`config.mk`:
```
export PLATFORM = sky130hd
export DESIGN_NAME = dpmm_lane
export DESIGN_NICKNAME = d
export VERILOG_FILES = /design/src/design/dpmm_pkg.sv /design/src/design/dpmm_modmul.sv /design/src/design/dpmm_div.sv /design/src/design/dpmm_lane.sv
export SDC_FILE = /design/constraint.sdc
export NUM_CORES = 2
export LEC_CHECK = 0
export BUFFER_PORTS_ARGS = -buffer_cell sky130_fd_sc_hd__buf_2
export CORE_MARGIN = 2
export CORE_UTILIZATION = 54
export DETAILED_ROUTE_END_ITERATION = 7
export GPL_ROUTABILITY_DRIVEN = 0
export GPL_TIMING_DRIVEN = 0
export MAX_ROUTING_LAYER = met4
export PLACE_DENSITY = 0.83
export SLEW_MARGIN = 20
export SYNTH_ARGS = -nofsm -noshare
export SYNTH_HDL_FRONTEND = slang
export SYNTH_SLANG_ARGS = --single-unit
```
`constraint.sdc`:
```
create_clock -name i_clk -period 10.95 [get_ports i_clk]
set_input_delay 2.19 -clock i_clk [delete_from_list [all_inputs] [get_ports i_clk]]
set_output_delay 2.19 -clock i_clk [all_outputs]
set_load 0.01 [all_outputs]
```
`src/design/dpmm_pkg.sv`:
```
// Shared constants and types for the divisor-path multinomial block.
package dpmm_pkg;

    localparam int DATA_W          = 50;
    localparam int RES_W           = 30;
    localparam int CFG_W           = 5;
    localparam int SLOT_W          = 4;
    localparam int CNT_W           = 6;
    localparam int DEF_MAX_PRIMES  = 16;

    localparam logic [RES_W-1:0] MODULUS = 30'd998244353;
    localparam logic [RES_W-1:0] MOD_EXP = MODULUS - 30'd2;

    localparam logic FUNC_LOAD  = 1'b0;
    localparam logic FUNC_QUERY = 1'b1;

    typedef struct packed {
        logic              we;
        logic [SLOT_W-1:0] addr;
        logic [DATA_W-1:0] data;
    } t_tbl_wr;

    typedef struct packed {
        logic             done;
        logic [RES_W-1:0] value;
    } t_lane_stat;

endpackage

```
`src/design/dpmm_modmul.sv`:
```
// Bit-serial modular multiplier, one bit of the first operand per cycle.
module dpmm_modmul (
    input  logic                  i_clk,
    input  logic                  i_rst_n,
    input  logic                  i_start,
    input  logic [dpmm_pkg::RES_W-1:0] i_a,
    input  logic [dpmm_pkg::RES_W-1:0] i_b,
    output logic                  o_done,
    output logic [dpmm_pkg::RES_W-1:0] o_result
);
    import dpmm_pkg::*;

    logic [RES_W-1:0] r_acc, n_acc;
    logic [RES_W-1:0] r_a;
    logic [RES_W-1:0] r_b;
    logic [4:0]       r_i;
    logic             r_busy;
    logic             r_done;
    logic [RES_W+1:0] t0, t1;

    always_comb begin
        t0 = {1'b0, r_acc, 1'b0} + (r_a[r_i] ? {2'b00, r_b} : '0);
        t1 = (t0 >= {2'b00, MODULUS}) ? t0 - {2'b00, MODULUS} : t0;
        if (t1 >= {2'b00, MODULUS}) begin
            t1 = t1 - {2'b00, MODULUS};
        end
        n_acc = t1[RES_W-1:0];
    end

    always_ff @(posedge i_clk) begin
        if (!i_rst_n) begin
            r_busy <= 1'b0;
            r_done <= 1'b0;
        end else begin
            r_done <= 1'b0;
            if (i_start && !r_busy) begin
                r_busy <= 1'b1;
                r_acc  <= '0;
                r_a    <= i_a;
                r_b    <= i_b;
                r_i    <= 5'(RES_W - 1);
            end else if (r_busy) begin
                r_acc <= n_acc;
                if (r_i == 5'd0) begin
                    r_busy <= 1'b0;
                    r_done <= 1'b1;
                end else begin
                    r_i <= r_i - 5'd1;
                end
            end
        end
    end

    assign o_done   = r_done;
    assign o_result = r_acc;
endmodule

```
`src/design/dpmm_div.sv`:
```
// Restoring divider, one quotient bit per cycle.
module dpmm_div (
    input  logic                        i_clk,
    input  logic                        i_rst_n,
    input  logic                        i_start,
    input  logic [dpmm_pkg::DATA_W-1:0] i_dividend,
    input  logic [dpmm_pkg::DATA_W-1:0] i_divisor,
    output logic                        o_done,
    output logic [dpmm_pkg::DATA_W-1:0] o_quotient,
    output logic [dpmm_pkg::DATA_W-1:0] o_remainder
);
    import dpmm_pkg::*;

    logic [DATA_W-1:0] r_rem, r_quo, r_dvs;
    logic [CNT_W-1:0]  r_i;
    logic              r_busy;
    logic              r_done;
    logic [DATA_W:0]   t;
    logic              ge;

    always_comb begin
        t  = {r_rem, r_quo[DATA_W-1]};
        ge = (t >= {1'b0, r_dvs});
    end

    always_ff @(posedge i_clk) begin
        if (!i_rst_n) begin
            r_busy <= 1'b0;
            r_done <= 1'b0;
        end else begin
            r_done <= 1'b0;
            if (i_start && !r_busy) begin
                r_busy <= 1'b1;
                r_rem  <= '0;
                r_quo  <= i_dividend;
                r_dvs  <= i_divisor;
                r_i    <= CNT_W'(DATA_W - 1);
            end else if (r_busy) begin
                r_rem <= ge ? DATA_W'(t - {1'b0, r_dvs}) : t[DATA_W-1:0];
                r_quo <= {r_quo[DATA_W-2:0], ge};
                if (r_i == '0) begin
                    r_busy <= 1'b0;
                    r_done <= 1'b1;
                end else begin
                    r_i <= r_i - CNT_W'(1);
                end
            end
        end
    end

    assign o_done      = r_done;
    assign o_quotient  = r_quo;
    assign o_remainder = r_rem;
endmodule

```
`src/design/dpmm_lane.sv`:
```
// One lane: reduces its value by the gcd, factors it and forms its multinomial.
module dpmm_lane #(
    parameter int MAX_PRIMES = dpmm_pkg::DEF_MAX_PRIMES
) (
    input  logic                        i_clk,
    input  logic                        i_rst_n,
    input  dpmm_pkg::t_tbl_wr           i_tbl_wr,
    input  logic                        i_start,
    input  logic [dpmm_pkg::DATA_W-1:0] i_value,
    input  logic [dpmm_pkg::DATA_W-1:0] i_gcd,
    input  logic [dpmm_pkg::CFG_W-1:0]  i_used,
    output dpmm_pkg::t_lane_stat        o_stat
);
    import dpmm_pkg::*;

    localparam int IDX_W = (MAX_PRIMES > 1) ? $clog2(MAX_PRIMES) : 1;

    typedef enum logic [3:0] {
        L_IDLE, L_QDIV, L_ZERO, L_FETCH, L_TEST, L_FDIV,
        L_MDEN, L_MNUM, L_PREP, L_PWR, L_PWRW, L_PWB, L_DONE
    } t_lstate;

    t_lstate           r_state;
    logic [DATA_W-1:0] r_mem [MAX_PRIMES];
    logic [DATA_W-1:0] r_rd;
    logic [DATA_W-1:0] r_n;
    logic [CFG_W-1:0]  r_k;
    logic [CNT_W-1:0]  r_cnt, r_tot;
    logic [RES_W-1:0]  r_den, r_num, r_base, r_res;
    logic [4:0]        r_bit;

    logic              div_start, div_done;
    logic [DATA_W-1:0] div_a, div_b, div_q, div_r;
    logic              mul_start, mul_done;
    logic [RES_W-1:0]  mul_a, mul_b, mul_res;

    always_ff @(posedge i_clk) begin
        if (i_tbl_wr.we) begin
            r_mem[i_tbl_wr.addr[IDX_W-1:0]] <= i_tbl_wr.data;
        end
        r_rd <= r_mem[r_k[IDX_W-1:0]];
    end

    always_comb begin
        div_start = 1'b0;
        div_a     = r_n;
        div_b     = r_rd;
        mul_start = 1'b0;
        mul_a     = r_base;
        mul_b     = r_base;
        unique case (r_state)
            L_IDLE, L_DONE: begin
                div_start = i_start;
                div_a     = i_value;
                div_b     = i_gcd;
            end
            L_TEST: begin
                div_start = (r_rd >= DATA_W'(2));
            end
            L_FDIV: begin
                mul_start = div_done && (div_r == '0);
                mul_a     = r_den;
                mul_b     = RES_W'(r_cnt) + RES_W'(1);
            end
            L_MDEN: begin
                mul_start = mul_done;
                mul_a     = r_num;
                mul_b     = RES_W'(r_tot);
            end
            L_PWR: begin
                mul_start = 1'b1;
                if (MOD_EXP[r_bit]) begin
                    mul_a = r_res;
                end
            end
            L_PWRW: begin
                mul_start = mul_done;
            end
            default: begin
            end
        endcase
    end

    always_ff @(posedge i_clk) begin
        if (!i_rst_n) begin
            r_state <= L_IDLE;
            r_k     <= '0;
        end else begin
            unique case (r_state)
                L_IDLE, L_DONE: begin
                    if (i_start) begin
                        r_state <= L_QDIV;
                    end
                end
                L_QDIV: begin
                    if (div_done) begin
                        r_n     <= div_q;
                        r_state <= L_ZERO;
                    end
                end
                L_ZERO: begin
                    r_k   <= '0;
                    r_cnt <= '0;
                    r_tot <= '0;
                    r_den <= RES_W'(1);
                    r_num <= RES_W'(1);
                    if (r_n == '0) begin
                        r_res   <= RES_W'(1);
                        r_state <= L_DONE;
                    end else begin
                        r_state <= L_FETCH;
                    end
                end
                L_FETCH: begin
                    r_state <= (r_k >= i_used) ? L_PREP : L_TEST;
                end
                L_TEST: begin
                    if (r_rd < DATA_W'(2)) begin
                        r_k     <= r_k + CFG_W'(1);
                        r_cnt   <= '0;
                        r_state <= L_FETCH;
                    end else begin
                        r_state <= L_FDIV;
                    end
                end
                L_FDIV: begin
                    if (div_done) begin
                        if (div_r == '0) begin
                            r_n     <= div_q;
                            r_cnt   <= r_cnt + CNT_W'(1);
                            r_tot   <= r_tot + CNT_W'(1);
                            r_state <= L_MDEN;
                        end else begin
                            r_k     <= r_k + CFG_W'(1);
                            r_cnt   <= '0;
                            r_state <= L_FETCH;
                        end
                    end
                end
                L_MDEN: begin
                    if (mul_done) begin
                        r_den   <= mul_res;
                        r_state <= L_MNUM;
                    end
                end
                L_MNUM: begin
                    if (mul_done) begin
                        r_num   <= mul_res;
                        r_state <= L_TEST;
                    end
                end
                L_PREP: begin
                    // The numerator seeds the power loop, saving one multiply.
                    r_res   <= r_num;
                    r_base  <= r_den;
                    r_bit   <= '0;
                    r_state <= L_PWR;
                end
                L_PWR: begin
                    r_state <= MOD_EXP[r_bit] ? L_PWRW : L_PWB;
                end
                L_PWRW: begin
                    if (mul_done) begin
                        r_res   <= mul_res;
                        r_state <= L_PWB;
                    end
                end
                L_PWB: begin
                    if (mul_done) begin
                        r_base <= mul_res;
                        if (r_bit == 5'(RES_W - 1)) begin
                            r_state <= L_DONE;
                        end else begin
                            r_bit   <= r_bit + 5'd1;
                            r_state <= L_PWR;
                        end
                    end
                end
                default: r_state <= L_IDLE;
            endcase
        end
    end

    dpmm_div u_div (
        .i_clk       (i_clk),
        .i_rst_n     (i_rst_n),
        .i_start     (div_start),
        .i_dividend  (div_a),
        .i_divisor   (div_b),
        .o_done      (div_done),
        .o_quotient  (div_q),
        .o_remainder (div_r)
    );

    dpmm_modmul u_mul (
        .i_clk    (i_clk),
        .i_rst_n  (i_rst_n),
        .i_start  (mul_start),
        .i_a      (mul_a),
        .i_b      (mul_b),
        .o_done   (mul_done),
        .o_result (mul_res)
    );

    assign o_stat.done  = (r_state == L_DONE);
    assign o_stat.value = r_res;
endmodule

```
==> summary by stage <==
Worst setup path
On the critical path, the stage with the largest delay is an instance of a2111oi_0. In this run the worst path has a maximum fanout of 10. The critical path data required time is 11530 ps. The nature of the critical path startpoint is a flip-flop. The kind of critical path is flip-flop to flip-flop. The most critical setup path has its startpoint at u_mul.r_i[2]. The delay of the slowest critical-path stage is 880 ps. At the worst endpoint, the arrival time is 9750 ps. In this run the register-to-register setup slack is 1790 ps. The capturing element type of the critical path is a flip-flop.

The critical register-to-register path startpoint is u_mul.r_i[2].

Cells and area
The leading cell type in the layout, fill and taps excluded is edfxtp_1. The fill cell instance count of the final layout is 7278. The design area is 66500 um^2. The net count of the finished layout is 4385. Of the cells placed in the final design, the portion with a size suffix greater than 1 is 0.219. The top cell types in the final layout, fill and taps aside, are 1238 x edfxtp_1, 276 x nand2_1, 258 x mux4_2. The area growth from synthesis to layout is 15.1%.

At the end of the flow the core is filled with cells to 0.624. The final cell count without fillers is 5659.

Route
The pre-antenna-repair detailed-routing pass consisted of 6 iterations. The final wirelength is 168 mm. The routed layout has 37300 vias. In this run, the number of DRC markers left after iteration 0 of detailed routing was 5654.

The number of design rule violations left after detail routing is 0. The number of nets with antenna violations after detailed routing is 0. The vias per cell is 6.59. The mean routed wirelength per cell is 29.6 um.

Timing
Setup violations remaining at the end of the flow were counted as 0. The worst pin sits at a relative slew slack of 0.193. The number of max-slew violations in the final report is 0. The post-route setup TNS is 0 ps. The count of endpoints failing hold in the final timing report was 0.

The post-route worst hold slack is around 440 ps. Setup repair after global routing left no endpoint under its margin. The upper clock frequency limit is 0.109 GHz.

The smallest clock period supported by the final layout is computed as 9160 ps. The clock arrives with just under 70 ps of skew. At the pin with the least slew margin, the transition time is 1210 ps. The final critical-path share of the clock period is 0.837. The worst path meets setup with 1790 ps of slack.

Clock network
The clock root buffer is clkbuf_16. The number of buffers inserted to repair setup after CTS is 0. The count of cells resized by post-cts repair is 0. Clock tree synthesis found a total of 1302 sinks. Counting the buffers created by CTS gives approximately 130. After clock tree synthesis, the clock-pin slew on the worst setup and hold paths is around 60 ps. For this design, the CTS-stage hold fixing added 0 buffers.

The clock tree synthesis step divided the H-tree into 4 levels. The clock tree from TritonCTS is yes. The clock passes through at most 3 buffers. The clock latency reported for the late side of the worst-skew pair is around 800 ps.

Synth
The number of storage elements in the synthesis netlist is 1302. The post-synthesis compound-gate area fraction was 0.0673. Of all flip-flops after synthesis, the portion carrying an async set or reset was 0.

The count of distinct cell types in the synthesized netlist is 95. Of the total synthesized cell area, the portion taken by AND, OR, NAND and NOR gates is 0.0823. During synthesis, Yosys emitted a total of 0 warnings. Of the total synthesized cell area, the portion taken by XOR and XNOR cells is 0.0194.

The number of nets in the synthesized netlist is 3970. By area, the combinational part of the netlist is dominated by multiplexers. A synthesized cell averages 15.6 um^2. Of the total synthesized cell area, the portion taken by full adders, half adders and majority gates is 0.0215. The most used flip-flop cell after synthesis is edfxtp_1. The sequential-to-total area share from yosys stat is 0.665. Yosys mapped a number of flops with a built-in enable equal to 1238.

The fraction of synthesized area in multiplexers is 0.125. The netlist area before placement is 57800 um^2. The gate count after technology mapping is 3709.

Placement
The placed wire-length estimate is 110 mm. Counting tap cells, the placed design contains a total of between 5000 and 6000 instances. The total of buffers placed on input and output ports is 193. Prior to clock tree synthesis, the placed netlist has a worst setup slack of 1990 ps. Once placement finished, the instance area stood at between 60000 and 70000 um^2.

Hold path
The type of the worst min-delay path is flip-flop to flip-flop. The worst hold path begins at u_div.o_quotient[35].

Floorplan
From bottom edge to top edge, the die measures between 300 and 400 um. The number of rows in the core area is 120. The floorplan step defined a core boundary enclosing 107000 um^2. The floorplan step set the die width to around 330 um.

The die area is 110000 um^2. 194 I/O pins were placed. The effective utilization at floorplan is 0.542.

Pwr
The total power divided by cell area is 235 nW/um^2. The worst voltage drop across the vdd grid is approximately 0.00018 V. Summing internal, switching and leakage power gives 15.6 mW.

The reported leakage power is 22.6 nW.

Global route
The via count of the first global-routing pass is roughly 37000. For this run, the total global-route usage over all layers was measured as 0.313. The first-pass GRT wire length is 245 mm. After global routing the overflow that remains totals 0.

The largest net degree at the start of global routing is 59. The initial antenna violation count is 26.

Outcome
The run finished with clean final reports.

Flow run
The reported max-cap violation count is 0.
==> cell usage after synthesis (7+ instances only) <==
cell type	instances	area, um^2
nor3_1	32	160
a211oi_1	11	82.6
o21bai_1	13	97.6
ha_1	96	1200
xnor2_1	81	709
buf_2	12	60.1
inv_1	104	390
a222oi_1	8	80.1
mux2i_1	57	571
nor4_1	55	344
nand2b_1	27	169
a221o_1	24	240
a31oi_1	15	93.8
or3_1	14	87.6
o211ai_1	17	128
or2_2	9	56.3
and2_1	125	782
mux4_2	258	5810
a22o_1	30	263
xor2_1	47	412
clkbuf_1	137	514
buf_1	31	116
nand3b_1	8	60.1
a21boi_0	13	97.6
edfxtp_1	1238	37200
o41ai_1	8	70.1
o22ai_1	9	56.3
and3_1	29	181
nand4_1	40	250
nor2b_1	14	87.6
a21oi_1	118	591
o21ai_1	8	40.0
nor2_1	165	619
o21a_1	15	113
dfxtp_1	64	1280
o21ai_0	122	611
nand3_1	102	510
a21o_1	40	300
o31ai_1	51	383
nand2_1	276	1040
mux2_2	74	833
nor3b_1	7	52.6
==> critical path: cells and delay by family (launching register included) <==
family | cells | cell delay, ps
simple gates | 8 | 1330
fa+ha+maj | 3 | 970
compound gates | 11 | 3470
mux | 3 | 1120
flops | 1 | 320
buf+inv | 5 | 1440
xor+xnor | 1 | 320
==> final timing paths <==
check | depth (start not counted) | endpoint
worst max register to register | 31 | u_mul.o_result[4]
worst min-delay path | 0 | r_n[35]
worst min register to register | 0 | r_n[35]
worst max-delay path | 31 | u_mul.o_result[4]
==> cell families (layout without fill, tap and decap cells) <==
kind of cell,after synthesis,after routing
flops,1302,1302
other cells,0,26
compound gates,565,565
simple gates,935,935
mux,389,389
fa+ha+maj,98,98
buf+inv,292,813
xor+xnor,128,128
==> metal layers <==
| metal | GRT usage | vias to the layer above | wire length (um) |
|---|---|---|---|
| met3 | 0.0790 | 586 | 19800 |
| met1 | 0.381 | 18300 | 58700 |
| met5 | - | - | 0 |
| li1 | - | 15500 | - |
| met2 | 0.497 | 2866 | 80800 |
| met4 | 0.142 | 0 | 8320 |
==> cell type report <==
| class | instances | area (um^2) | area share |
|---|---|---|---|
| Sequential cell | 1302 | 38500 | 0.578 |
| Multi-Input combinational cell | 2115 | 18400 | 0.276 |
| Clock buffer | 170 | 3630 | 0.0545 |
| Timing Repair Buffer | 280 | 2360 | 0.0354 |
| Tap cell | 1403 | 1760 | 0.0264 |
| Buffer | 187 | 786 | 0.0118 |
| Clock inverter | 71 | 703 | 0.0106 |
| Inverter | 105 | 394 | 0.00592 |
| Antenna cell | 26 | 65.1 | 0.000978 |
==> where the power goes <==
group	switching [mW]	internal, mW
Clock	2.02	2.54
Combinational	2.75	1.79
Sequential	0.323	6.22
Total	5.09	10.6
==> registers in the layout, summed over array words and instances (netlist names), 50 cells and up, named ones only <==
register,cells
r_n,50
u_div.o_remainder,50
r_mem,800
r_rd,50
u_div.o_quotient,50
u_div.r_dvs,50
(Power assumes the default switching activity.)
