<file path="config.mk">
export PLATFORM = sky130hd
export DESIGN_NAME = dpmm_modmul
export DESIGN_NICKNAME = d
export VERILOG_FILES = /design/src/design/dpmm_pkg.sv /design/src/design/dpmm_modmul.sv
export SDC_FILE = /design/constraint.sdc
export NUM_CORES = 1
export LEC_CHECK = 0
export BUFFER_PORTS_ARGS = -buffer_cell sky130_fd_sc_hd__buf_4
export CAP_MARGIN = 20
export CORE_ASPECT_RATIO = 0.5
export CORE_MARGIN = 4
export CORE_UTILIZATION = 25
export CTS_CLUSTER_SIZE = 25
export DETAILED_ROUTE_END_ITERATION = 16
export GPL_ROUTABILITY_DRIVEN = 0
export PLACE_DENSITY_LB_ADDON = 0.1
export SYNTH_ARGS = -nofsm -noshare
export SYNTH_HDL_FRONTEND = slang
export SYNTH_SLANG_ARGS = --single-unit
</file>
<file path="constraint.sdc">
create_clock -name i_clk -period 25 [get_ports i_clk]
set_clock_uncertainty 0.2 [all_clocks]
set_input_delay 2.5 -clock i_clk [delete_from_list [all_inputs] [get_ports i_clk]]
set_output_delay 2.5 -clock i_clk [all_outputs]
set_load 0.02 [all_outputs]
</file>
<file path="src/design/dpmm_pkg.sv">
// Shared constants and types for the divisor-path multinomial block.
package dpmm_pkg;

    localparam int DATA_W          = 50;
    localparam int RES_W           = 30;
    localparam int CFG_W           = 5;
    localparam int SLOT_W          = 4;
    localparam int CNT_W           = 6;
    localparam int DEF_MAX_PRIMES  = 16;

    localparam logic [RES_W-1:0] MODULUS = 30'd998244353;
    localparam logic [RES_W-1:0] MOD_EXP = MODULUS - 30'd2;

    localparam logic FUNC_LOAD  = 1'b0;
    localparam logic FUNC_QUERY = 1'b1;

    typedef struct packed {
        logic              we;
        logic [SLOT_W-1:0] addr;
        logic [DATA_W-1:0] data;
    } t_tbl_wr;

    typedef struct packed {
        logic             done;
        logic [RES_W-1:0] value;
    } t_lane_stat;

endpackage

</file>
<file path="src/design/dpmm_modmul.sv">
// Bit-serial modular multiplier, one bit of the first operand per cycle.
module dpmm_modmul (
    input  logic                  i_clk,
    input  logic                  i_rst_n,
    input  logic                  i_start,
    input  logic [dpmm_pkg::RES_W-1:0] i_a,
    input  logic [dpmm_pkg::RES_W-1:0] i_b,
    output logic                  o_done,
    output logic [dpmm_pkg::RES_W-1:0] o_result
);
    import dpmm_pkg::*;

    logic [RES_W-1:0] r_acc, n_acc;
    logic [RES_W-1:0] r_a;
    logic [RES_W-1:0] r_b;
    logic [4:0]       r_i;
    logic             r_busy;
    logic             r_done;
    logic [RES_W+1:0] t0, t1;

    always_comb begin
        t0 = {1'b0, r_acc, 1'b0} + (r_a[r_i] ? {2'b00, r_b} : '0);
        t1 = (t0 >= {2'b00, MODULUS}) ? t0 - {2'b00, MODULUS} : t0;
        if (t1 >= {2'b00, MODULUS}) begin
            t1 = t1 - {2'b00, MODULUS};
        end
        n_acc = t1[RES_W-1:0];
    end

    always_ff @(posedge i_clk) begin
        if (!i_rst_n) begin
            r_busy <= 1'b0;
            r_done <= 1'b0;
        end else begin
            r_done <= 1'b0;
            if (i_start && !r_busy) begin
                r_busy <= 1'b1;
                r_acc  <= '0;
                r_a    <= i_a;
                r_b    <= i_b;
                r_i    <= 5'(RES_W - 1);
            end else if (r_busy) begin
                r_acc <= n_acc;
                if (r_i == 5'd0) begin
                    r_busy <= 1'b0;
                    r_done <= 1'b1;
                end else begin
                    r_i <= r_i - 5'd1;
                end
            end
        end
    end

    assign o_done   = r_done;
    assign o_result = r_acc;
endmodule

</file>
==> run_results.csv, run 1 <==
group,metric,value,unit
yosys,synth_top_cell_by_area,"sky130_fd_sc_hd__edfxtp_1",
yosys,synth_xor_xnor_area_share,4.445,%
final_layout,insertedDiodeCount,0,
yosys,most_numerous_cell_in_the_yosys_netlist,"sky130_fd_sc_hd__edfxtp_1",
grt,maximum_number_of_pins_on_one_net_before_global_route_repair,61,
clock_tree,cts.hold.buffers_added,0,
power_and_ir_drop,vdd_ir_drop_max,0.00005412,V
timing,hold_violations,0,
clock_tree,cts.sinks,97,
yosys,yosys_warnings,0,
routing,drt-total-wl,27240,um
timing,fmaxAchievable,105.4,MHz
power_and_ir_drop,power_leakage,3.366,nW
floorplan,die-area,35190,um^2
yosys,synthSimpleGateAreaFrac,25.85,%
timing,setup_viol,0,
grt,wire_length_of_the_first_global_routing_pass,41750,um
floorplan,rows,46,
clock_tree,cts_htree_levels,3,
timing,grt_setup_unrepaired,"false",
floorplan,floorplan.initialDensity,25.34,%
final_layout,layout-drive-gt1-share,19.44,%
setup_path,regToRegSetupSlack,15.51,ns
clock_tree,numCtsBuffers,9,
timing,period_share,37.96,%
yosys,postSynth.topFlopCell,"sky130_fd_sc_hd__edfxtp_1",
floorplan,placeableCoreArea,31660,um^2
worst_hold_path,timing.hold.worst.class,"reg -> reg",
worst_hold_path,worstHoldPathCells,1,
yosys,ys_top_cells_by_count,"sky130_fd_sc_hd__edfxtp_1 (95), sky130_fd_sc_hd__nand2_1 (64), sky130_fd_sc_hd__a21oi_1 (55)",
routing,postRouteAntennaNets,0,
setup_path,timing_worst_setup_path_type,"reg -> reg",
clock_tree,cts_setup_buffers,0,
floorplan,top_level_ports,94,
yosys,synth-edff-count,95,
placement,dp_hpwl,20680,um
flow_run,max-cap-violations,0,
yosys,instance_count_of_the_mapped_netlist,858,
worst_hold_path,whs_endpoint,"r_busy",
setup_path,critical_path_required,24.90,ns
yosys,synthesis.nets,956,
timing,slew-limit-headroom,30.44,%
outcome,run_status,"completed",
routing,drt_drc_violations_left,0,
power_and_ir_drop,power_density_cells,112.7,nW/um^2
routing,detail_route.vias_per_cell,5.280,
clock_tree,clock_insertion_delay_worst_skew,0.39,ns
routing,post_drt_wl_per_cell,20.06,um
timing,finalCriticalPeriod,9.491,ns
final_layout,final_net_count,1019,
yosys,synth-seq-cells,97,
setup_path,worstSetupEndpointType,"register",
floorplan,chipHeight,134.7,um
routing,detailedRoute.firstIterationViolations,566,
clock_tree,clk_transition_reported_paths,0.09,ns
floorplan,width_of_the_die,261.3,um
grt,gr-total-overflow,0,
clock_tree,post_cts.resized_instances,0,
setup_path,worst_r2r_endpoint,"o_result[13]",
yosys,compound_gate_portion_of_the_synthesized_area,21.35,%
clock_tree,tritoncts_clock_tree,"yes",
final_layout,finalCoreUtilization,29.57,%
clock_tree,cts_root_buffer,"sky130_fd_sc_hd__clkbuf_16",
yosys,synth_top_cells_by_area,"sky130_fd_sc_hd__edfxtp_1 (36%), sky130_fd_sc_hd__ha_1 (5.3%), sky130_fd_sc_hd__a21oi_1 (3.4%), sky130_fd_sc_hd__and2_1 (3.0%), sky130_fd_sc_hd__nand2_1 (3.0%)",
setup_path,ff2ff_path_depth,23,
timing,worstMarginPinSlew,1.043,ns
setup_path,timing.critical_path.arrival,9.39,ns
yosys,yosys.cell_types.count,94,
yosys,postSynth.asyncResetShare,0,%
worst_hold_path,hold_start,"r_busy",
yosys,synth_area,8021,um^2
placement,portBuffers,93,
yosys,yosysSeqAreaShare,36.06,%
yosys,dominant_combinational_cell_family_by_area_after_synthesis,"simple AND/OR/NAND/NOR gates",
clock_tree,cts_buffer_depth,2,
routing,detail_route.first_pass.iterations,5,
final_layout,layout-area-overhead-vs-synth,16.67,%
routing,num_vias,7170,
setup_path,setup.worst_path.start_class,"register",
yosys,synthMuxAreaShare,2.605,%
setup_path,path_max_fanout,30,
grt,grt_pass1_vias,6905,
yosys,synth_top_area_share,35.56,%
grt,grt_overall_usage,15.47,%
yosys,synth_adder_area_share,5.553,%
setup_path,critical_path.reg2reg.startpoint,"r_i[0]",
grt,grt_antenna_before_repair,0,
timing,final_max_slew_viol_count,0,
timing,timing.setup.tns,0,ns
yosys,syn-mean-instance-area,9.349,um^2
## per-layer routing
| layer | GRT usage, % | wire length [um] | up-vias |
|---|---|---|---|
| met5 | 0 | 0 | - |
| met4 | 2.872 | 283 | 0 |
| met2 | 23.40 | 11670 | 166 |
| met3 | 3.541 | 1205 | 16 |
| met1 | 22.77 | 14090 | 3523 |
| li1 | - | - | 3465 |
## cells in the final DEF, fill, tap and decap left out, types with 25 or more instances in the layout
master                     netlist  layout
sky130_fd_sc_hd__nor2_1         54      54
sky130_fd_sc_hd__a21oi_1        55      54
sky130_fd_sc_hd__nand3_1        33      33
sky130_fd_sc_hd__o21ai_0        37      37
sky130_fd_sc_hd__nand2_1        64      64
sky130_fd_sc_hd__ha_1           34      34
sky130_fd_sc_hd__xnor2_1        25      25
sky130_fd_sc_hd__edfxtp_1       95      95
sky130_fd_sc_hd__buf_4           2      99
sky130_fd_sc_hd__nor3_1         26      26
sky130_fd_sc_hd__and2_1         39      38
## registers in the layout, indices dropped and copies added (netlist names)
register / cells
r_a: 30
r_b: 30
o_result: 30
r_busy: 1
r_i: 5
o_done: 1
## worst max path at each step
stage                start  cells after the start      endpoint  slack (ns)
floorplan           r_i[0]                     33   o_result[1]       16.69
global placement    r_i[0]                     23  o_result[13]       15.70
detailed placement  r_i[0]                     23  o_result[13]       15.54
CTS                 r_i[0]                     23  o_result[13]       15.48
global route        r_i[0]                     24  o_result[13]       14.77
finish              r_i[0]                     23  o_result[13]       15.51
## worst max-delay path, cell delays in order, from the launching register on
cell                       delay [ns]
sky130_fd_sc_hd__edfxtp_1        0.70
sky130_fd_sc_hd__mux4_2          0.57
sky130_fd_sc_hd__a221o_1         0.38
sky130_fd_sc_hd__a31o_2          0.47
sky130_fd_sc_hd__and2_1          0.27
sky130_fd_sc_hd__ha_1            0.23
sky130_fd_sc_hd__fa_1            0.49
sky130_fd_sc_hd__a211oi_2        0.27
sky130_fd_sc_hd__o21ai_2         0.21
sky130_fd_sc_hd__xor2_1          0.23
sky130_fd_sc_hd__a211o_1         0.41
sky130_fd_sc_hd__or4_4           0.67
sky130_fd_sc_hd__or3_1           0.36
sky130_fd_sc_hd__or4_4           0.48
sky130_fd_sc_hd__a31oi_4         0.68
sky130_fd_sc_hd__xnor2_1         0.23
sky130_fd_sc_hd__inv_1           0.12
sky130_fd_sc_hd__ha_1            0.23
sky130_fd_sc_hd__nand3_1         0.22
sky130_fd_sc_hd__a211oi_1        0.45
sky130_fd_sc_hd__nand4_2         0.18
sky130_fd_sc_hd__a21oi_2         0.82
sky130_fd_sc_hd__o31ai_1         0.14
sky130_fd_sc_hd__nor3b_1         0.18
## cells by family (layout without fill, tap and decap cells)
family | after synthesis | in the layout
buffers and inverters | 62 | 130
flip-flops | 97 | 97
XOR/XNOR | 39 | 39
AND/OR/NAND/NOR | 366 | 366
AO/OA/AOI/OAI | 246 | 246
adder cells (fa/ha/maj) | 35 | 35
multiplexers | 13 | 13
## layout make-up
| class | instances | area, um^2 |
|---|---|---|
| Clock buffer | 9 | 225.2 |
| Inverter | 15 | 56.30 |
| Timing Repair Buffer | 99 | 743.2 |
| Multi-Input combinational cell | 699 | 4802 |
| Sequential cell | 97 | 2893 |
| Tap cell | 432 | 540.5 |
| Fill cell | 3391 | 22300 |
| Clock inverter | 7 | 98.84 |
## per-stage QoR
step | cell area (um^2) | cells | hold WS (ns) | total power [mW] | worst slack (ns)
after floorplan | 8021 | 858 | 0.2884 | 0.7199 | 16.69
after CTS | 9359 | 1358 | 0.3465 | 1.059 | 15.48
final | 9359 | 1358 | 0.3474 | 1.055 | 15.51
after detailed placement | 9035 | 1342 | 0.3236 | 0.8964 | 15.54
after global routing | 9359 | 1358 | 0.3644 | 1.134 | 14.77
after global placement | 9035 | 1342 | 0.3082 | 0.8954 | 15.70
## where the power goes
part / switching, mW / total (mW) / internal (mW)
clock network: 0.0805 / 0.154 / 0.0736
registers: 0.0163 / 0.227 / 0.211
logic: 0.447 / 0.674 / 0.227
Power figures use the tool's default switching activity.
==> run 2, diff against run 1 <==
==> constraint.sdc (replaced) <==
create_clock -name i_clk -period 8 [get_ports i_clk]
set_clock_uncertainty 0.2 [all_clocks]
set_input_delay 0.8 -clock i_clk [delete_from_list [all_inputs] [get_ports i_clk]]
set_output_delay 0.8 -clock i_clk [all_outputs]
set_load 0.02 [all_outputs]
==> run 2 against run 1 <==
  * Total power rose to 3.6 times the previous value
  * Combinational power rose to 3.9 times the previous value
  * Maximum frequency up 25%
  * Sequential power grew to 3.1 times the previous value
  * Register-to-register slack got worse by 15 ns
  * Core utilization increased by 2.7 points
  * Sequential cell count unchanged
  * Highest routed layer unchanged
==> run_results.csv, run 2 (synthesis results as in run 1) <==
group,metric,value,unit
timing,setup_viol,0,
clock_tree,cts_buffer_depth,2,
placement,placement.setup.worst_slack,0.02813,ns
final_layout,multi_input_area,4888,um^2
timing,fmaxAchievable,131.3,MHz
placement,dp_hpwl,22660,um
final_layout,final_net_count,1118,
floorplan,die-area,35190,um^2
clock_tree,cts_root_buffer,"sky130_fd_sc_hd__clkbuf_16",
floorplan,placeableCoreArea,31660,um^2
floorplan,chipHeight,134.7,um
power_and_ir_drop,switchingPower,1.813,mW
clock_tree,cts_htree_levels,3,
setup_path,timing.critical_path.arrival,7.62,ns
setup_path,path_max_fanout,20,
setup_path,worstSetupEndpointType,"register",
setup_path,worst_r2r_endpoint,"o_result[8]",
setup_path,critical_path.reg2reg.startpoint,"r_i[0]",
worst_hold_path,whs_endpoint,"r_busy",
final_layout,nFillCells,3337,
setup_path,critical_path_required,8.00,ns
clock_tree,cts.sinks,97,
setup_path,regToRegSetupSlack,0.38,ns
timing,final_critical_path_setup_slack,0.3817,ns
final_layout,leading_cell_type_in_the_layout_fill_and_taps_excluded,"sky130_fd_sc_hd__buf_4",
routing,drt-total-wl,28640,um
grt,grt_antenna_before_repair,0,
grt,gr-total-overflow,0,
routing,detailedRoute.firstIterationViolations,554,
power_and_ir_drop,power_density_cells,370.4,nW/um^2
timing,grt_setup_unrepaired,"false",
power_and_ir_drop,switching_share,47.91,%
power_and_ir_drop,p_seq_share,18.8,%
clock_tree,tritoncts_clock_tree,"yes",
clock_tree,clk_transition_reported_paths,0.08,ns
setup_path,setup.worst_path.start_class,"register",
placement,portBuffers,93,
timing,worstMarginPinSlew,0.8802,ns
final_layout,insertedDiodeCount,0,
setup_path,ff2ff_path_depth,26,
final_layout,layout-drive-gt1-share,28.39,%
grt,grt_pass1_vias,7446,
grt,maximum_number_of_pins_on_one_net_before_global_route_repair,61,
flow_run,max-cap-violations,0,
routing,detail_route.first_pass.iterations,5,
timing,period_share,95.23,%
timing,finalCriticalPeriod,7.618,ns
timing,slew-limit-headroom,41.32,%
timing,final_max_slew_viol_count,0,
clock_tree,cts.hold.buffers_added,0,
setup_path,timing_worst_setup_path_type,"reg -> reg",
power_and_ir_drop,vdd_ir_drop_max,0.0001747,V
clock_tree,numCtsBuffers,9,
power_and_ir_drop,power.combinational.fraction,68.9,%
worst_hold_path,timing.hold.worst.class,"reg -> reg",
floorplan,top_level_ports,94,
clock_tree,clock_insertion_delay_worst_skew,0.39,ns
grt,wire_length_of_the_first_global_routing_pass,44550,um
floorplan,floorplan.initialDensity,25.34,%
timing,timing.setup.tns,0,ns
power_and_ir_drop,power.internal,1.971,mW
routing,postRouteAntennaNets,0,
floorplan,rows,46,
final_layout,layout-area-overhead-vs-synth,27.33,%
grt,grt_overall_usage,16.58,%
routing,post_drt_wl_per_cell,19.66,um
routing,num_vias,7558,
power_and_ir_drop,power_leakage,3.868,nW
outcome,run_status,"completed",
final_layout,register_area,2893,um^2
floorplan,width_of_the_die,261.3,um
timing,hold_violations,0,
routing,detail_route.vias_per_cell,5.187,
worst_hold_path,hold_start,"r_busy",
worst_hold_path,worstHoldPathCells,1,
final_layout,final_cell_mix,"sky130_fd_sc_hd__buf_4 (195), sky130_fd_sc_hd__edfxtp_1 (95), sky130_fd_sc_hd__nand2_1 (64), sky130_fd_sc_hd__nor2_1 (53), sky130_fd_sc_hd__a21oi_1 (53)",
routing,drt_drc_violations_left,0,
power_and_ir_drop,clock_power_share,12.3,%
run 2: metal layers:
metal / global-route usage, % / share of wire (%)
met4: 3.198 / 1.2
met1: 24.46 / 51
met5: 0 / 0
met3: 3.729 / 5.3
met2: 24.99 / 43
run 2: layout make-up:
cell class | instances | share of cell area, %
multi-input combinational | 699 | 47.86
timing repair buffer | 198 | 14.92
clock inverter | 7 | 0.8453
tap | 432 | 5.292
sequential | 97 | 28.32
inverter | 15 | 0.5513
clock buffer | 9 | 2.205
run 2: metrics by stage:
| step | power, mW | cells | hold WS (ns) | area (um^2) | utilization, % |
|---|---|---|---|---|---|
| final | 3.784 | 1457 | 0.3376 | 10210 | 32.26 |
| after global routing | 4.075 | 1457 | 0.3588 | 10210 | 32.26 |
| after CTS | 3.759 | 1456 | 0.3389 | 10120 | 31.97 |
| after detailed placement | 3.264 | 1438 | 0.3216 | 9794 | 30.94 |
| after global placement | 3.267 | 1438 | 0.3074 | 9794 | 30.94 |
| after floorplan | 2.254 | 858 | 0.2884 | 8029 | - |
run 2: worst max path at each step:
stage / from / to / slack [ns] / cells after the start
after global placement: r_i[0] / o_result[8] / 0.11 / 24
after detailed placement: r_i[0] / o_result[8] / 0.03 / 25
final: r_i[0] / o_result[8] / 0.38 / 26
after floorplan: r_i[0] / o_result[1] / 0.08 / 33
after global routing: r_i[0] / o_result[24] / 0.02 / 23
after CTS: r_i[1] / o_result[3] / 0.09 / 24
run 2: power by group through the flow:
stage               Combinational [mW]  Sequential, mW  Clock [mW]
floorplan                         1.50           0.754           0
global placement                  2.54           0.725           0
detailed placement                2.54           0.726           0
CTS                               2.56           0.713       0.488
global route                      2.85           0.719       0.505
finish                            2.61           0.711       0.467
run 2: what timing repair did:
| action | 4_1_cts | 5_1_grt |
|---|---|---|
| setup endpoints to repair | 5 | 30 |
| setup buffers | 2 | 1 |
| pin swaps | 0 | 4 |
| resized for setup | 0 | 16 |
run 2: critical path, cell delays in order (launching register included):
cell and delay [ns]:
sky130_fd_sc_hd__edfxtp_1 0.35, sky130_fd_sc_hd__buf_4 0.17, sky130_fd_sc_hd__buf_4 0.16, sky130_fd_sc_hd__mux4_2 0.50, sky130_fd_sc_hd__o22a_1 0.25, sky130_fd_sc_hd__a31o_4 0.34
sky130_fd_sc_hd__and2_1 0.21, sky130_fd_sc_hd__ha_1 0.22, sky130_fd_sc_hd__fa_2 0.40, sky130_fd_sc_hd__a211oi_2 0.32, sky130_fd_sc_hd__o21ai_4 0.15, sky130_fd_sc_hd__xor2_1 0.18
sky130_fd_sc_hd__a211o_1 0.27, sky130_fd_sc_hd__or4_4 0.54, sky130_fd_sc_hd__or3_1 0.37, sky130_fd_sc_hd__or4_4 0.49, sky130_fd_sc_hd__a31oi_4 0.31, sky130_fd_sc_hd__buf_4 0.22
sky130_fd_sc_hd__or2_2 0.15, sky130_fd_sc_hd__a311oi_1 0.09, sky130_fd_sc_hd__buf_4 0.16, sky130_fd_sc_hd__and3b_2 0.29, sky130_fd_sc_hd__a21oi_2 0.08, sky130_fd_sc_hd__buf_4 0.20
sky130_fd_sc_hd__buf_4 0.16, sky130_fd_sc_hd__or4_1 0.39, sky130_fd_sc_hd__a21oi_1 0.24
==> run 3, diff against run 2 <==
--- a/config.mk
+++ b/config.mk
@@ -13,7 +13,7 @@
 export CTS_CLUSTER_SIZE = 25
 export DETAILED_ROUTE_END_ITERATION = 16
 export GPL_ROUTABILITY_DRIVEN = 0
-export PLACE_DENSITY_LB_ADDON = 0.1
+export PLACE_DENSITY = 0.47
 export SYNTH_ARGS = -nofsm -noshare
 export SYNTH_HDL_FRONTEND = slang
 export SYNTH_SLANG_ARGS = --single-unit
==> run 3 against run 2 <==
  * Global-route usage decreased by 1.1 points
  * First-iteration DRC count rose by 20%
  * Largest cell class unchanged
  * Largest power group unchanged
  * Hold slack better by 0.014 ns
  * Total power fell by 0.12%
  * Maximum frequency down 0.65%
  * Highest routed layer unchanged
==> run_results.csv, run 3 (synthesis results as in run 1) <==
group,metric,value,unit
routing,post_drt_wl_per_cell,18.45,um
timing,timing.setup.tns,0,ns
routing,postRouteAntennaNets,0,
final_layout,leading_cell_type_in_the_layout_fill_and_taps_excluded,"sky130_fd_sc_hd__buf_4",
setup_path,path_max_fanout,18,
placement,portBuffers,93,
placement,detailed_place.area,9940,um^2
routing,drt_drc_violations_left,0,
clock_tree,numCtsBuffers,9,
clock_tree,cts_buffer_depth,2,
grt,gr-total-overflow,0,
setup_path,crit_start,"r_i[0]",
routing,num_vias,7627,
final_layout,layout-drive-gt1-share,28.94,%
flow_run,max-cap-violations,0,
timing,hold_violations,0,
routing,detail_route.vias_per_cell,5.157,
routing,detailedRoute.firstIterationViolations,666,
clock_tree,cts.sinks,97,
placement,dp_cells,1459,
setup_path,setup.worst_path.start_class,"register",
setup_path,worstSetupEndpointType,"register",
grt,grt_overall_usage,15.43,%
clock_tree,tritoncts_clock_tree,"yes",
setup_path,regToRegSetupSlack,0.33,ns
power_and_ir_drop,power_leakage,3.966,nW
routing,detail_route.first_pass.iterations,5,
timing,fmaxAchievable,130.4,MHz
final_layout,insertedDiodeCount,0,
floorplan,floorplan.initialDensity,25.34,%
floorplan,chipHeight,134.7,um
power_and_ir_drop,p_total,3.779,mW
final_layout,nFillCells,3364,
timing,finalCriticalPeriod,7.668,ns
timing,period_share,95.85,%
setup_path,critical_path.reg2reg.startpoint,"r_i[0]",
timing,worstMarginPinSlew,0.8603,ns
setup_path,timing.critical_path.arrival,7.57,ns
setup_path,critical-path-top-cell-by-count,"sky130_fd_sc_hd__buf_4",
placement,dp_hpwl,21570,um
timing,final_max_slew_viol_count,0,
setup_path,crit_path_max_incr_delay,0.59,ns
worst_hold_path,timing.hold.worst.class,"reg -> reg",
power_and_ir_drop,vdd_ir_drop_max,0.0001881,V
setup_path,critical_path_required,7.90,ns
clock_tree,clock_insertion_delay_worst_skew,0.38,ns
floorplan,rows,46,
grt,wire_length_of_the_first_global_routing_pass,42380,um
floorplan,width_of_the_die,261.3,um
setup_path,crit_slowest_cell,"sky130_fd_sc_hd__or4_4",
final_layout,final_cell_mix,"sky130_fd_sc_hd__buf_4 (217), sky130_fd_sc_hd__edfxtp_1 (95), sky130_fd_sc_hd__nand2_1 (64), sky130_fd_sc_hd__a21oi_1 (55), sky130_fd_sc_hd__nor2_1 (54)",
power_and_ir_drop,power_density_cells,367.0,nW/um^2
routing,drt-total-wl,27290,um
final_layout,final_non_filler_cell_area,10300,um^2
outcome,run_status,"completed",
worst_hold_path,hold_start,"r_busy",
final_layout,finalCoreUtilization,32.53,%
final_layout,final_net_count,1140,
timing,setup_viol,0,
final_layout,layout-area-overhead-vs-synth,28.36,%
floorplan,top_level_ports,94,
final_layout,post_layout_nonfiller_instances,1479,
clock_tree,cts_htree_levels,3,
clock_tree,cts_root_buffer,"sky130_fd_sc_hd__clkbuf_16",
grt,grt_antenna_before_repair,0,
grt,maximum_number_of_pins_on_one_net_before_global_route_repair,61,
setup_path,timing_worst_setup_path_type,"reg -> reg",
floorplan,placeableCoreArea,31660,um^2
timing,slew-limit-headroom,42.65,%
clock_tree,clk_transition_reported_paths,0.08,ns
grt,grt_pass1_vias,7512,
floorplan,die-area,35190,um^2
timing,grt_setup_unrepaired,"false",
==> run 3: timing repair <==
item	in CTS	in global routing
endpoints found under the setup margin	1	30
pin swaps	0	0
setup buffers	0	4
gates resized for setup	1	2
hold buffers	0	0
==> run 3: critical path, delay by kind of cell (launching register included) <==
kind | cells | cell delay (ns)
AOI/OAI and AO/OA | 12 | 3.01
and+or+nand+nor | 6 | 2.10
buffers and inverters | 5 | 0.86
muxes | 1 | 0.49
DFF | 1 | 0.40
adders and majority gates | 1 | 0.32
==> run 3: cell type report <==
type	instances	area, um^2	share of cell area (%)
Multi-Input combinational cell	699	4816	46.77
Tap cell	432	540.5	5.250
Clock inverter	7	76.32	0.7413
Timing Repair Buffer	220	1689	16.41
Inverter	15	56.30	0.5468
Sequential cell	97	2893	28.10
Clock buffer	9	225.2	2.187
==> run 3: final timing paths <==
| path | end | cells past startpoint |
|---|---|---|
| max reg2reg | o_result[24] | 25 |
| min reg2reg | r_busy | 1 |
| max | o_result[24] | 25 |
| min | r_busy | 1 |
==> run 3: routing by layer <==
metal	up-vias	GRT usage (%)	share of wire (%)
li1	3707	-	-
met1	3700	21.84	49
met2	191	24.62	45
met3	29	2.530	4.1
met4	0	4.057	1.7
met5	-	0	0
==> run 3: through the flow <==
| stage | setup WS, ns | hold WS [ns] |
|---|---|---|
| final | 0.3322 | 0.3521 |
| after global routing | 0.03557 | 0.3687 |
| after floorplan | 0.07637 | 0.2884 |
| after CTS | 0.1177 | 0.3601 |
| after detailed placement | 0.05215 | 0.3214 |
| after global placement | 0.1563 | 0.3068 |
==> run 3: power by group <==
part	switching, mW	internal [mW]	leakage (nW)
clock	0.232	0.223	0.149
sequential	0.0438	0.659	0.909
combinational	1.50	1.12	2.91
total	1.77	2.01	3.97
